File: config.mk
export PLATFORM = sky130hd
export DESIGN_NAME = lecm_ctrl
export DESIGN_NICKNAME = d
export VERILOG_FILES = /design/src/lecm_pkg.sv /design/src/lecm_ctrl.sv
export VERILOG_INCLUDE_DIRS = /design/src /design/src/src
export SDC_FILE = /design/constraint.sdc
export NUM_CORES = 1
export LEC_CHECK = 0
export BUFFER_PORTS_ARGS = -buffer_cell sky130_fd_sc_hd__buf_2
export CELL_PAD_IN_SITES_DETAIL_PLACEMENT = 0
export CELL_PAD_IN_SITES_GLOBAL_PLACEMENT = 1
export CORE_AREA = 2 2 39 41
export DETAILED_ROUTE_END_ITERATION = 7
export DIE_AREA = 0 0 41 43
export PLACE_DENSITY_LB_ADDON = 0.1
export SLEW_MARGIN = 10
export SYNTH_ARGS = -nofsm -noshare
export SYNTH_HDL_FRONTEND = slang
export SYNTH_SLANG_ARGS = --single-unit
File: constraint.sdc
create_clock -name i_clk -period 1.27 [get_ports i_clk]
set_input_delay 0.254 -clock i_clk [delete_from_list [all_inputs] [get_ports i_clk]]
set_output_delay 0.254 -clock i_clk [all_outputs]
set_load 0.01 [all_outputs]
File: src/lighting_energy_comfort_metrics_assert.svh
// Assertion macros for the lighting metrics block.
// Used by the controller, datapath and divider; expects i_clk and i_rst_n in scope.
`ifndef LIGHTING_ENERGY_COMFORT_METRICS_ASSERT_SVH
`define LIGHTING_ENERGY_COMFORT_METRICS_ASSERT_SVH

`ifndef ASSERT_OFF
`define LECM_ASSERT_IMPL(lbl, ante, cons, msg) \
    lbl: assert property (@(posedge i_clk) disable iff (!i_rst_n) (ante) |-> (cons)) \
        else $error(msg);
`define LECM_ASSERT_NEXT(lbl, ante, cons, msg) \
    lbl: assert property (@(posedge i_clk) disable iff (!i_rst_n) (ante) |=> (cons)) \
        else $error(msg);
`else
`define LECM_ASSERT_IMPL(lbl, ante, cons, msg)
`define LECM_ASSERT_NEXT(lbl, ante, cons, msg)
`endif

`endif

File: src/lecm_pkg.sv
// Shared constants and types for the lighting metrics block.
// No dependencies.
`timescale 1ns / 1ps

package lecm_pkg;

    localparam int NODE_COUNT     = 8;
    localparam int NODE_W         = 3;
    localparam int NODE_IDX_W     = (NODE_COUNT > 1) ? $clog2(NODE_COUNT) : 1;
    localparam int TS_W           = 48;
    localparam int PWM_W          = 8;
    localparam int ILLUM_W        = 16;
    localparam int ENERGY_W       = 64;
    localparam int SUM_W          = 48;
    localparam int PROD_W         = PWM_W + TS_W;
    localparam int ABS_W          = ILLUM_W + 1;
    localparam int SCALE_W        = 19;
    localparam int NUM_W          = ABS_W + SCALE_W;
    localparam int CNT_W          = 2;
    localparam int HISTORY_NEEDED = 3;

    localparam logic [SCALE_W-1:0] FLICKER_SCALE = SCALE_W'(500000);
    localparam logic [0:0]         OP_DUTY       = 1'b0;
    localparam logic [0:0]         OP_ILLUM      = 1'b1;

    typedef struct packed {
        logic               op;
        logic [NODE_W-1:0]  node;
        logic [PWM_W-1:0]   pwm_value;
        logic [ILLUM_W-1:0] illuminance;
        logic [ILLUM_W-1:0] reference;
        logic [TS_W-1:0]    timestamp_us;
    } t_in_item;

    typedef struct packed {
        logic [NODE_W-1:0]   out_node;
        logic [ENERGY_W-1:0] energy_sum;
        logic [SUM_W-1:0]    comfort_error_sum;
        logic [SUM_W-1:0]    flicker_sum;
    } t_out_item;

    typedef struct packed {
        logic load;
        logic calc;
        logic mul;
        logic div_start;
        logic wb;
    } t_dp_cmd;

    typedef struct packed {
        logic need_div;
        logic div_done;
        logic out_busy;
    } t_dp_status;

endpackage

File: src/lecm_ctrl.sv
// Controller FSM: sequences load, interval, multiply, divide and writeback per item.
// Depends on lecm_pkg and the assertion header.
`timescale 1ns / 1ps
`include "lighting_energy_comfort_metrics_assert.svh"

module lecm_ctrl (
    input  logic                 i_clk,
    input  logic                 i_rst_n,
    input  logic                 i_in_valid,
    output logic                 o_in_ready,
    input  lecm_pkg::t_dp_status i_status,
    output lecm_pkg::t_dp_cmd    o_cmd
);
    localparam logic [2:0] S_IDLE = 3'd0;
    localparam logic [2:0] S_CALC = 3'd1;
    localparam logic [2:0] S_MUL  = 3'd2;
    localparam logic [2:0] S_DIV  = 3'd3;
    localparam logic [2:0] S_WB   = 3'd4;

    logic [2:0] r_state;
    logic [2:0] n_state;

    always_comb begin
        n_state = r_state;
        unique case (r_state)
            S_IDLE: begin
                if (i_in_valid) n_state = S_CALC;
            end
            S_CALC: n_state = S_MUL;
            S_MUL: begin
                n_state = i_status.need_div ? S_DIV : S_WB;
            end
            S_DIV: begin
                if (i_status.div_done) n_state = S_WB;
            end
            S_WB: begin
                if (!i_status.out_busy) n_state = S_IDLE;
            end
            default: n_state = S_IDLE;
        endcase
    end

    always_ff @(posedge i_clk) begin
        if (!i_rst_n) begin
            r_state <= S_IDLE;
        end else begin
            r_state <= n_state;
        end
    end

    assign o_in_ready      = (r_state == S_IDLE);
    assign o_cmd.load      = (r_state == S_IDLE) && i_in_valid;
    assign o_cmd.calc      = (r_state == S_CALC);
    assign o_cmd.mul       = (r_state == S_MUL);
    assign o_cmd.div_start = (r_state == S_MUL) && i_status.need_div;
    assign o_cmd.wb        = (r_state == S_WB) && !i_status.out_busy;

    `LECM_ASSERT_IMPL(a_done_in_div, i_status.div_done, r_state == S_DIV, "divider done outside wait")
    `LECM_ASSERT_NEXT(a_wb_to_idle, o_cmd.wb, r_state == S_IDLE, "writeback did not return to idle")

endmodule
### After elaboration in Yosys (flattened, before gate mapping)

Cells that the tools add are included.

| word-level totals | value |
|---|---|
| register bits | 3 |
| input port bits | 6 |
| word-level logic and storage cells | 19 |

| operators by class | value |
|---|---|
| muxes and demuxes | 5 |
| reductions and logical operators | 6 |
| equality and inequality tests | 7 |

Operator list:

| kind | count |
|---|---|
| 3-bit case mux with 5 select lines | 1 |
| 3-bit two-way mux | 4 |
| 3-bit by 2-bit equality test with 1-bit output (second input constant) | 2 |
| 2-bit != test (second input constant) | 3 |
| 3-bit by 1-bit equality test with 1-bit output (second input constant) | 1 |
| 3-bit equality test (second input constant) | 1 |
| 1-bit logical AND | 3 |
| 3-bit zero test | 1 |
| 3-bit AND reduction | 1 |
| 1-bit zero test | 1 |

### Logic depth before layout (Yosys ltp)

Gate-level depths: netlist of run 1.

| logic depth | value |
|---|---|
| word-level depth | 3 |
| gate-level depth with buffers | 4 |
| gate-level depth less buffers | 3 |

### Least setup slack after synthesis of run 1

OpenSTA, ideal clock, no wires.

| timing | value |
|---|---|
| path kind | register to output |
| from | reg r_state[0] |
| to | out o_cmd[4] in the netlist's numbering |
| data arrival time | 1031 ps |
| setup slack | -15 ps |
| path buffers | 1 |
| cell stages (with the launch flop) | 4 |
| required time | 1016 ps |
| cells stage by stage | dfxtp_1 -> buf_2 -> nor3_1 -> and2_1 |

RTL lines:

| what | line | source |
|---|---|---|
| start, declared | lecm_ctrl.sv:20 | `logic [2:0] r_state;` |
| start signal, assigned | lecm_ctrl.sv:47 | `r_state <= n_state;` |
| end, declared | lecm_ctrl.sv:12 | `output lecm_pkg::t_dp_cmd o_cmd` |

==> results of run 1 <==
==> path summary, 6_finish.rpt <==
| check | end | cells after the start |
|---|---|---|
| worst max-delay path | o_cmd[4] | 3 |
| worst min-delay path | r_state[1] | 2 |
| worst max register to register | r_state[2] | 4 |
| worst min register to register | r_state[2] | 2 |
==> synthesized netlist by cell type <==
master / count
sky130_fd_sc_hd__nand2b_4: 1
sky130_fd_sc_hd__nand2_1: 1
sky130_fd_sc_hd__nor2b_1: 1
sky130_fd_sc_hd__nand2b_1: 2
sky130_fd_sc_hd__a21o_1: 1
sky130_fd_sc_hd__inv_1: 1
sky130_fd_sc_hd__nor2_1: 1
sky130_fd_sc_hd__and2_1: 1
sky130_fd_sc_hd__nor3b_1: 2
sky130_fd_sc_hd__or3b_1: 1
sky130_fd_sc_hd__o2111ai_1: 1
sky130_fd_sc_hd__nand3b_1: 1
sky130_fd_sc_hd__dfxtp_1: 3
sky130_fd_sc_hd__buf_2: 2
sky130_fd_sc_hd__a311oi_1: 1
sky130_fd_sc_hd__or3_1: 1
sky130_fd_sc_hd__nor3_1: 3
sky130_fd_sc_hd__a21oi_1: 4
==> per-layer routing <==
| layer | track usage | vias up | part of all wire | wire length, um |
|---|---|---|---|---|
| li1 | - | 137 | - | - |
| met1 | 0.0924 | 114 | 0.44 | 283 |
| met2 | 0.103 | 13 | 0.49 | 312 |
| met3 | 0.0157 | 0 | 0.070 | 45 |
| met4 | 0.0800 | 0 | 0 | 0 |
| met5 | 0 | - | 0 | 0 |
==> worst register-to-register path, cell delays in order (launching register included) <==
cell	delay, ns
sky130_fd_sc_hd__dfxtp_4	0.36
sky130_fd_sc_hd__clkbuf_2	0.14
sky130_fd_sc_hd__or3_1	0.37
sky130_fd_sc_hd__a21oi_1	0.15
sky130_fd_sc_hd__a21oi_1	0.05
==> power by group <==
group	switching [mW]	leakage [nW]	internal (mW)
clock network	0.0471	0.0150	0.118
registers	0.0249	0.0267	0.107
logic	0.0548	0.128	0.0705
==> what timing repair did <==
action,4_1_cts,5_1_grt
pin swaps,2,2
hold endpoints to repair,0,0
hold buffers,0,0
resized for setup,5,4
buffers inserted,2,2
setup endpoints to repair,6,5
==> final cells by class <==
| cell class | count | area, um^2 |
|---|---|---|
| Clock buffer | 4 | 26.3 |
| Fill cell | 165 | 1020 |
| Inverter | 1 | 3.75 |
| Multi-Input combinational cell | 22 | 163 |
| Sequential cell | 3 | 71.3 |
| Tap cell | 16 | 20.0 |
| Timing Repair Buffer | 15 | 82.6 |
==> logic make-up (layout without fill, tap and decap cells) <==
family / Yosys count / after routing / synth area share
compound gates: 7 / 7 / 0.207
buf+inv: 3 / 20 / 0.0632
flops: 3 / 3 / 0.276
simple gates: 15 / 15 / 0.454
==> metrics by stage <==
step,instance area [um^2],hold WS (ns)
6_report,367,0.228
5_1_grt,367,0.230
4_1_cts,338,0.216
3_5_place_dp,288,0.476
3_3_place_gp,288,0.483
2_1_floorplan,223,0.370
==> impl_metrics.toml, run 1 <==
[worst_setup_path]
crit_chain = "nor3_4 -> and2_1 -> buf_2"
critPathMaxStageDelay_ns = 0.36
regToRegSetupSlack_ns = 0.07
critPathLaunch = "r_state[0]"
critical_path_required_ns = 1.02
critical_path.reg2reg.startpoint = "r_state[0]"
startpoint_type = "flip-flop"
crit_fanout = 6
critical-path-slowest-cell = "sky130_fd_sc_hd__dfxtp_4"
worst_setup_path_end_kind = "primary output"
worst_setup_path_category = "reg -> out"
cp_data_arrival_time_ns = 1.01
timing.critical_path.buf_inv = 1
worst_path_dominant_cell_family = "flip-flops"

[min_path]
worstHoldPathType = "in -> reg"
timing.hold.worst.start = "i_status[1]"

[layout]
max_flop_register = "r_state"
insertedDiodeCount = 0
final_core_util = 0.265
layout-drive-gt1-share = 0.556
mostFrequentLayoutCell = "sky130_fd_sc_hd__buf_2"
largest_register_ff_count = 3
layout_common_cells = "11 x sky130_fd_sc_hd__buf_2, 4 x sky130_fd_sc_hd__a21oi_1, 3 x sky130_fd_sc_hd__clkbuf_4, 3 x sky130_fd_sc_hd__dfxtp_4, 3 x sky130_fd_sc_hd__buf_4"
fin_nets = 52
area_growth_syn_to_layout_pct = 68.4
post_layout_nonfiller_instances = 61
largest_registers = "r_state: 3 flops"

[route]
wire_length_reported_by_the_detailed_router_um = 641
drcViolationCount = 0
post_drt_wl_per_cell_um = 10.5
post_drt_via_cell_ratio = 4.33
drt_pre_antenna_iters = 4
drt_iter0_drc = 4
number_of_antenna_violating_nets_in_the_routed_design = 0
num_vias = 264

[clocking]
clock_tree_from_tritoncts = "built"
deepest_level_of_the_cts_h_tree = 1
tritoncts_num_sinks = 3
clock_tree.root_cell = "sky130_fd_sc_hd__clkbuf_4"
worstSkewPairLatency_ns = 0.23
cts_buffer_depth = 2
cts_made_buffers = 3
cts.clk_slew.worst_paths_ns = 0.04

[floorplan]
die_h_um = 43
rows = 14
initial_utilization = 0.157
die-area_mm2 = 0.00176
io_pins = 12
die_width_um = 41
core_region_area_mm2 = 0.00138

[sta]
worst_pin_slew_ns = 0.201
maxClockFrequency_mhz = 791
final_period_minus_worst_setup_slack_ns = 1.26
rsz0062_at_grt = "yes"
setup_viol = 0
final_max_slew_viol_count = 0
finalHoldViolations = 0
post-route-period-util = 0.996
post-route-worst-setup-slack_ns = 0.00536
finalSetupTns_ns = 0
finClkSkew_ns = 0.00310
timing.slew.headroom = 0.865

[logic_synthesis]
yosysTopAreaCellShare = 0.276
syn_inst = 28
yosys_warning_count = 0
synth_top_area_cells = "sky130_fd_sc_hd__dfxtp_1 28%, sky130_fd_sc_hd__a21oi_1 9.2%, sky130_fd_sc_hd__nor3_1 6.9%"
mappedNetlistArea_um2 = 218
synth_top_cell_by_area = "sky130_fd_sc_hd__dfxtp_1"
distinct_cell_type_count_after_synthesis = 18
synth_seq_cells = 3
register_area_share_after_synthesis = 0.276
synth.net_count = 34
average_size_of_a_mapped_cell_um2 = 7.78

[global_routing]
gr-total-overflow = 0
antenna_found_initial = 0
grt_pass1_vias = 229
grt_first_pass_wirelength_um = 883
largest_net_degree_at_the_start_of_global_routing = 13
grt_util_all_layers = 0.0771

[power_and_ir_drop]
max-vdd-ir-drop_v = 0.000342
power-per-cell-area_mw_per_mm2 = 1150
overall_power_mw = 0.422
power.leakage_nw = 0.170

[placement]
placed_cells = 53
port_buffers = 11
finalWeightedCongestion = 0.651
detailedPlace.worstSlack_ns = 0.0771
place_hpwl_um = 413

[job]
cap_violations = 0

[status]
outcome = "finished, final reports clean"
(Power assumes the default switching activity.)
==> run 2, diff against run 1 <==
CELL_PAD_IN_SITES_DETAIL_PLACEMENT = 1   (was 0)
==> run 2 against run 1 <==
Effect of this change: worst hold slack better by 0.0048 ns; count of clock-buffer cells in the layout is the same; the run now ends with setup timing left; largest cell class unchanged; critical endpoint unchanged; maximum frequency shrank 1.5%; cell count is 1.6% lower; sequential share of layout area increased by 0.13 points; flip-flop and latch count unchanged; critical path depth is the same; design area down 0.68%.
==> impl_metrics.toml, run 2 (synthesized netlist as in run 1, its figures left out) <==
[sta]
finalHoldViolations = 0
final_max_slew_viol_count = 0
setup_viol = 1
post-route-period-util = 1.01
finClkSkew_ns = 0.00571
rsz0062_at_grt = "yes"
worst_pin_slew_ns = 0.215
post-route-worst-setup-slack_ns = -0.0133
finalSetupTns_ns = -0.0133
timing.slew.headroom = 0.856
maxClockFrequency_mhz = 779
fin_worst_hold_slack_ns = 0.233
final_period_minus_worst_setup_slack_ns = 1.28

[route]
dr_wl_met3_um = 56
post_drt_via_cell_ratio = 4.32
wl_met2_um = 354
drt_iter0_drc = 0
post_drt_wl_per_cell_um = 11.9
drt_pre_antenna_iters = 1
wire_length_reported_by_the_detailed_router_um = 714
number_of_antenna_violating_nets_in_the_routed_design = 0
drcViolationCount = 0
num_vias = 259
route.layer.met1.wl_um = 303
highest-signal-layer = "met3"

[clocking]
worstSkewPairLatency_ns = 0.23
clock_tree_from_tritoncts = "built"
tritoncts_num_sinks = 3
holdBufCountCts = 0
cts_made_buffers = 3
deepest_level_of_the_cts_h_tree = 1
cts_buffer_depth = 2
clock_tree.root_cell = "sky130_fd_sc_hd__clkbuf_4"
cts.clk_slew.worst_paths_ns = 0.04

[worst_setup_path]
worst_setup_path_category = "reg -> out"
worst_setup_path_end_kind = "primary output"
critical-path-slowest-cell = "sky130_fd_sc_hd__dfxtp_4"
crit_fanout = 7
startpoint_type = "flip-flop"
cp_data_arrival_time_ns = 1.03
critical_path_required_ns = 1.02
crit_chain = "nor3_4 -> and2_1 -> buf_2"
critPathMaxStageDelay_ns = 0.36

[floorplan]
die-area_mm2 = 0.00176
core_region_area_mm2 = 0.00138
rows = 14
io_pins = 12
die_width_um = 41
die_h_um = 43
initial_utilization = 0.157

[layout]
final_core_util = 0.263
area_growth_syn_to_layout_pct = 67.2
insertedDiodeCount = 0
layout-drive-gt1-share = 0.545
layout_common_cells = "12 x sky130_fd_sc_hd__buf_2, 4 x sky130_fd_sc_hd__a21oi_1, 3 x sky130_fd_sc_hd__clkbuf_4, 3 x sky130_fd_sc_hd__dfxtp_4"
nFillCells = 176
fin_nets = 51
mostFrequentLayoutCell = "sky130_fd_sc_hd__buf_2"
largest_registers = "r_state: 3 flops"
largest_register_ff_count = 3
max_flop_register = "r_state"

[global_routing]
gr-total-overflow = 0
grt_util_all_layers = 0.101
grt_pass1_vias = 259
largest_net_degree_at_the_start_of_global_routing = 13
grt_first_pass_wirelength_um = 1150
antenna_found_initial = 0

[power_and_ir_drop]
power.leakage_nw = 0.170
power-per-cell-area_mw_per_mm2 = 1170
max-vdd-ir-drop_v = 0.000419

[placement]
place_hpwl_um = 517
finalWeightedCongestion = 0.651
port_buffers = 11
detailedPlace.worstSlack_ns = 0.0548

[job]
cap_violations = 0

[status]
outcome = "finished, violations left"
failed_checks = "setup timing"

[min_path]
worstHoldPathType = "in -> reg"
## run 2: changes by cell type in the layout (fill, tap and decap cells not counted)
cell and delta:
sky130_fd_sc_hd__buf_4 -1, sky130_fd_sc_hd__nand2b_1 -1, sky130_fd_sc_hd__nand2_1 +1, sky130_fd_sc_hd__buf_2 +1, sky130_fd_sc_hd__clkbuf_2 -1, sky130_fd_sc_hd__nand2b_4 +1
sky130_fd_sc_hd__nand2_2 -1
## run 2: cell type report
class                           count  area [um^2]  area share
Multi-Input combinational cell     22          168       0.460
Timing Repair Buffer               14         75.1       0.206
Sequential cell                     3         71.3       0.196
Clock buffer                        4         26.3      0.0722
Tap cell                           16         20.0      0.0550
Inverter                            1         3.75      0.0103
## run 2: metal layers
layer  track usage  vias up
met1         0.134      115
li1              -      134
met5             0        -
met4         0.100        0
met3        0.0157        0
met2         0.128       10
## run 2: what timing repair did
item,CTS,global route
endpoints found under the setup margin,6,5
buffers inserted,2,1
resized for setup,7,2
pin swaps,2,2
gates cloned,0,0
## run 2: report_power, final
group	internal, mW	switching, mW
sequential	0.107	0.0254
clock	0.118	0.0483
combinational	0.0706	0.0587
## run 2: per-stage QoR
stage | total power [mW] | instance area, um^2 | instances
5_1_grt | 0.467 | 364 | 60
3_5_place_dp | 0.236 | 288 | 53
4_1_cts | 0.430 | 347 | 59
2_1_floorplan | 0.195 | 223 | 28
6_report | 0.427 | 364 | 60
3_3_place_gp | 0.232 | 288 | 53
## run 2: final timing paths
kind,from,to,slack [ns],cells after the start
setup / recovery,r_state[0],o_cmd[4],-0.01,3
hold / removal,i_status[1],r_state[1],0.23,2
setup reg to reg,r_state[2],r_state[2],0.07,4
hold reg to reg,r_state[1],r_state[0],0.61,2
## run 2: critical path: cells and delay by family, from the launching register on
family	cells	cell delay, ns
DFF	1	0.36
and+or+nand+nor	2	0.33
buffers and inverters	1	0.12
==> run 3, diff against run 2 <==
CELL_PAD_IN_SITES_DETAIL_PLACEMENT = default   (was 1)
CELL_PAD_IN_SITES_GLOBAL_PLACEMENT = default   (was 1)
GPL_ROUTABILITY_DRIVEN = 0   (was default)
SKIP_CTS_REPAIR_TIMING = 1   (was default)
==> run 3 against run 2 <==
Effect of this change: the flow still finishes with violations (setup timing); routed wire length decreased by 13%; count of clock-buffer cells in the layout unchanged; core utilization increased by 0.45 points; flip-flop and latch count unchanged; non-clock buffer count unchanged.
==> impl_metrics.toml, run 3 (synthesized netlist as in run 1, its figures left out) <==
[status]
outcome = "finished, violations left"
failed_checks = "setup timing"

[floorplan]
die_h_um = 43
initial_utilization = 0.157
die-area_mm2 = 0.00176
core_region_area_mm2 = 0.00138
rows = 14
die_width_um = 41
io_pins = 12

[route]
num_vias = 260
wl_met2_um = 316
post_drt_via_cell_ratio = 4.33
wire_length_reported_by_the_detailed_router_um = 619
route.layer.met1.wl_um = 235
highest-signal-layer = "met4"
drt_pre_antenna_iters = 2
post_drt_wl_per_cell_um = 10.3
drcViolationCount = 0
number_of_antenna_violating_nets_in_the_routed_design = 0
dr_wl_met3_um = 55
drt_iter0_drc = 2

[layout]
final_core_util = 0.268
mostFrequentLayoutCell = "sky130_fd_sc_hd__buf_2"
fin_nets = 51
layout-drive-gt1-share = 0.591
layout_common_cells = "11 x sky130_fd_sc_hd__buf_2, 4 x sky130_fd_sc_hd__a21oi_1, 3 x sky130_fd_sc_hd__clkbuf_4, 3 x sky130_fd_sc_hd__buf_4, 3 x sky130_fd_sc_hd__dfxtp_4"
area_growth_syn_to_layout_pct = 70.1
post_layout_nonfiller_instances = 60
max_flop_register = "r_state"
largest_register_ff_count = 3
largest_registers = "r_state: 3 flops"
insertedDiodeCount = 0

[worst_setup_path]
startpoint_type = "flip-flop"
crit_fanout = 7
worst_setup_path_end_kind = "primary output"
critical_path_required_ns = 1.02
cp_data_arrival_time_ns = 1.02
worst_setup_path_category = "reg -> out"

[clocking]
clock_tree.root_cell = "sky130_fd_sc_hd__clkbuf_4"
cts_buffer_depth = 2
tritoncts_num_sinks = 3
cts.clk_slew.worst_paths_ns = 0.04
deepest_level_of_the_cts_h_tree = 1
worstSkewPairLatency_ns = 0.23
clock_tree_from_tritoncts = "built"
cts_made_buffers = 3

[global_routing]
grt_pass1_vias = 217
antenna_found_initial = 0
grt_first_pass_wirelength_um = 862
grt_util_all_layers = 0.0832
largest_net_degree_at_the_start_of_global_routing = 13
gr-total-overflow = 0

[sta]
rsz0062_at_grt = "yes"
final_max_slew_viol_count = 0
finClkSkew_ns = 0.000301
fin_worst_hold_slack_ns = 0.234
final_period_minus_worst_setup_slack_ns = 1.27
worst_pin_slew_ns = 0.225
post-route-period-util = 1.00
timing.slew.headroom = 0.849
post-route-worst-setup-slack_ns = -0.00315
maxClockFrequency_mhz = 785
finalHoldViolations = 0
setup_viol = 1
finalSetupTns_ns = -0.00315

[power_and_ir_drop]
power.leakage_nw = 0.171
max-vdd-ir-drop_v = 0.000334
power-per-cell-area_mw_per_mm2 = 1130

[placement]
placed_cells = 54
detailedPlace.worstSlack_ns = 0.0953
place_hpwl_um = 434
port_buffers = 11

[job]
cap_violations = 0

[min_path]
worstHoldPathType = "in -> reg"
## run 3: layer usage
metal / vias to the layer above / track usage
met4: 0 / 0.0800
met5: - / 0
met3: 2 / 0.0628
li1: 131 / -
met1: 118 / 0.0737
met2: 9 / 0.113
## run 3: metrics by stage
step,power (mW),cell area (um^2)
floorplan,0.195,223
finish,0.420,370
global route,0.454,370
global placement,0.237,295
CTS,0.411,322
detailed placement,0.236,295
## run 3: report_power, final
part	leakage (nW)	internal (mW)	switching [mW]
clock network	0.0150	0.118	0.0466
registers	0.0267	0.107	0.0268
logic	0.129	0.0696	0.0522
## run 3: layout make-up
cell class	count	area (um^2)
Tap cell	16	20.0
Timing Repair Buffer	14	77.6
Inverter	1	3.75
Multi-Input combinational cell	22	171
Sequential cell	3	71.3
Clock buffer	4	26.3
Fill cell	161	1010
## run 3: worst max-delay path: stages (launching register included)
cell and delay [ns]:
sky130_fd_sc_hd__dfxtp_4 0.36, sky130_fd_sc_hd__nor3_2 0.18, sky130_fd_sc_hd__and2_1 0.13, sky130_fd_sc_hd__buf_2 0.12
## run 3: final timing paths
kind / start / to / slack, ns / cells after the start
min reg2reg: r_state[1] / r_state[1] / 0.55 / 1
max: r_state[0] / o_cmd[4] / -0.003 / 3
max reg2reg: r_state[0] / r_state[2] / 0.08 / 4
min: i_status[1] / r_state[1] / 0.23 / 2
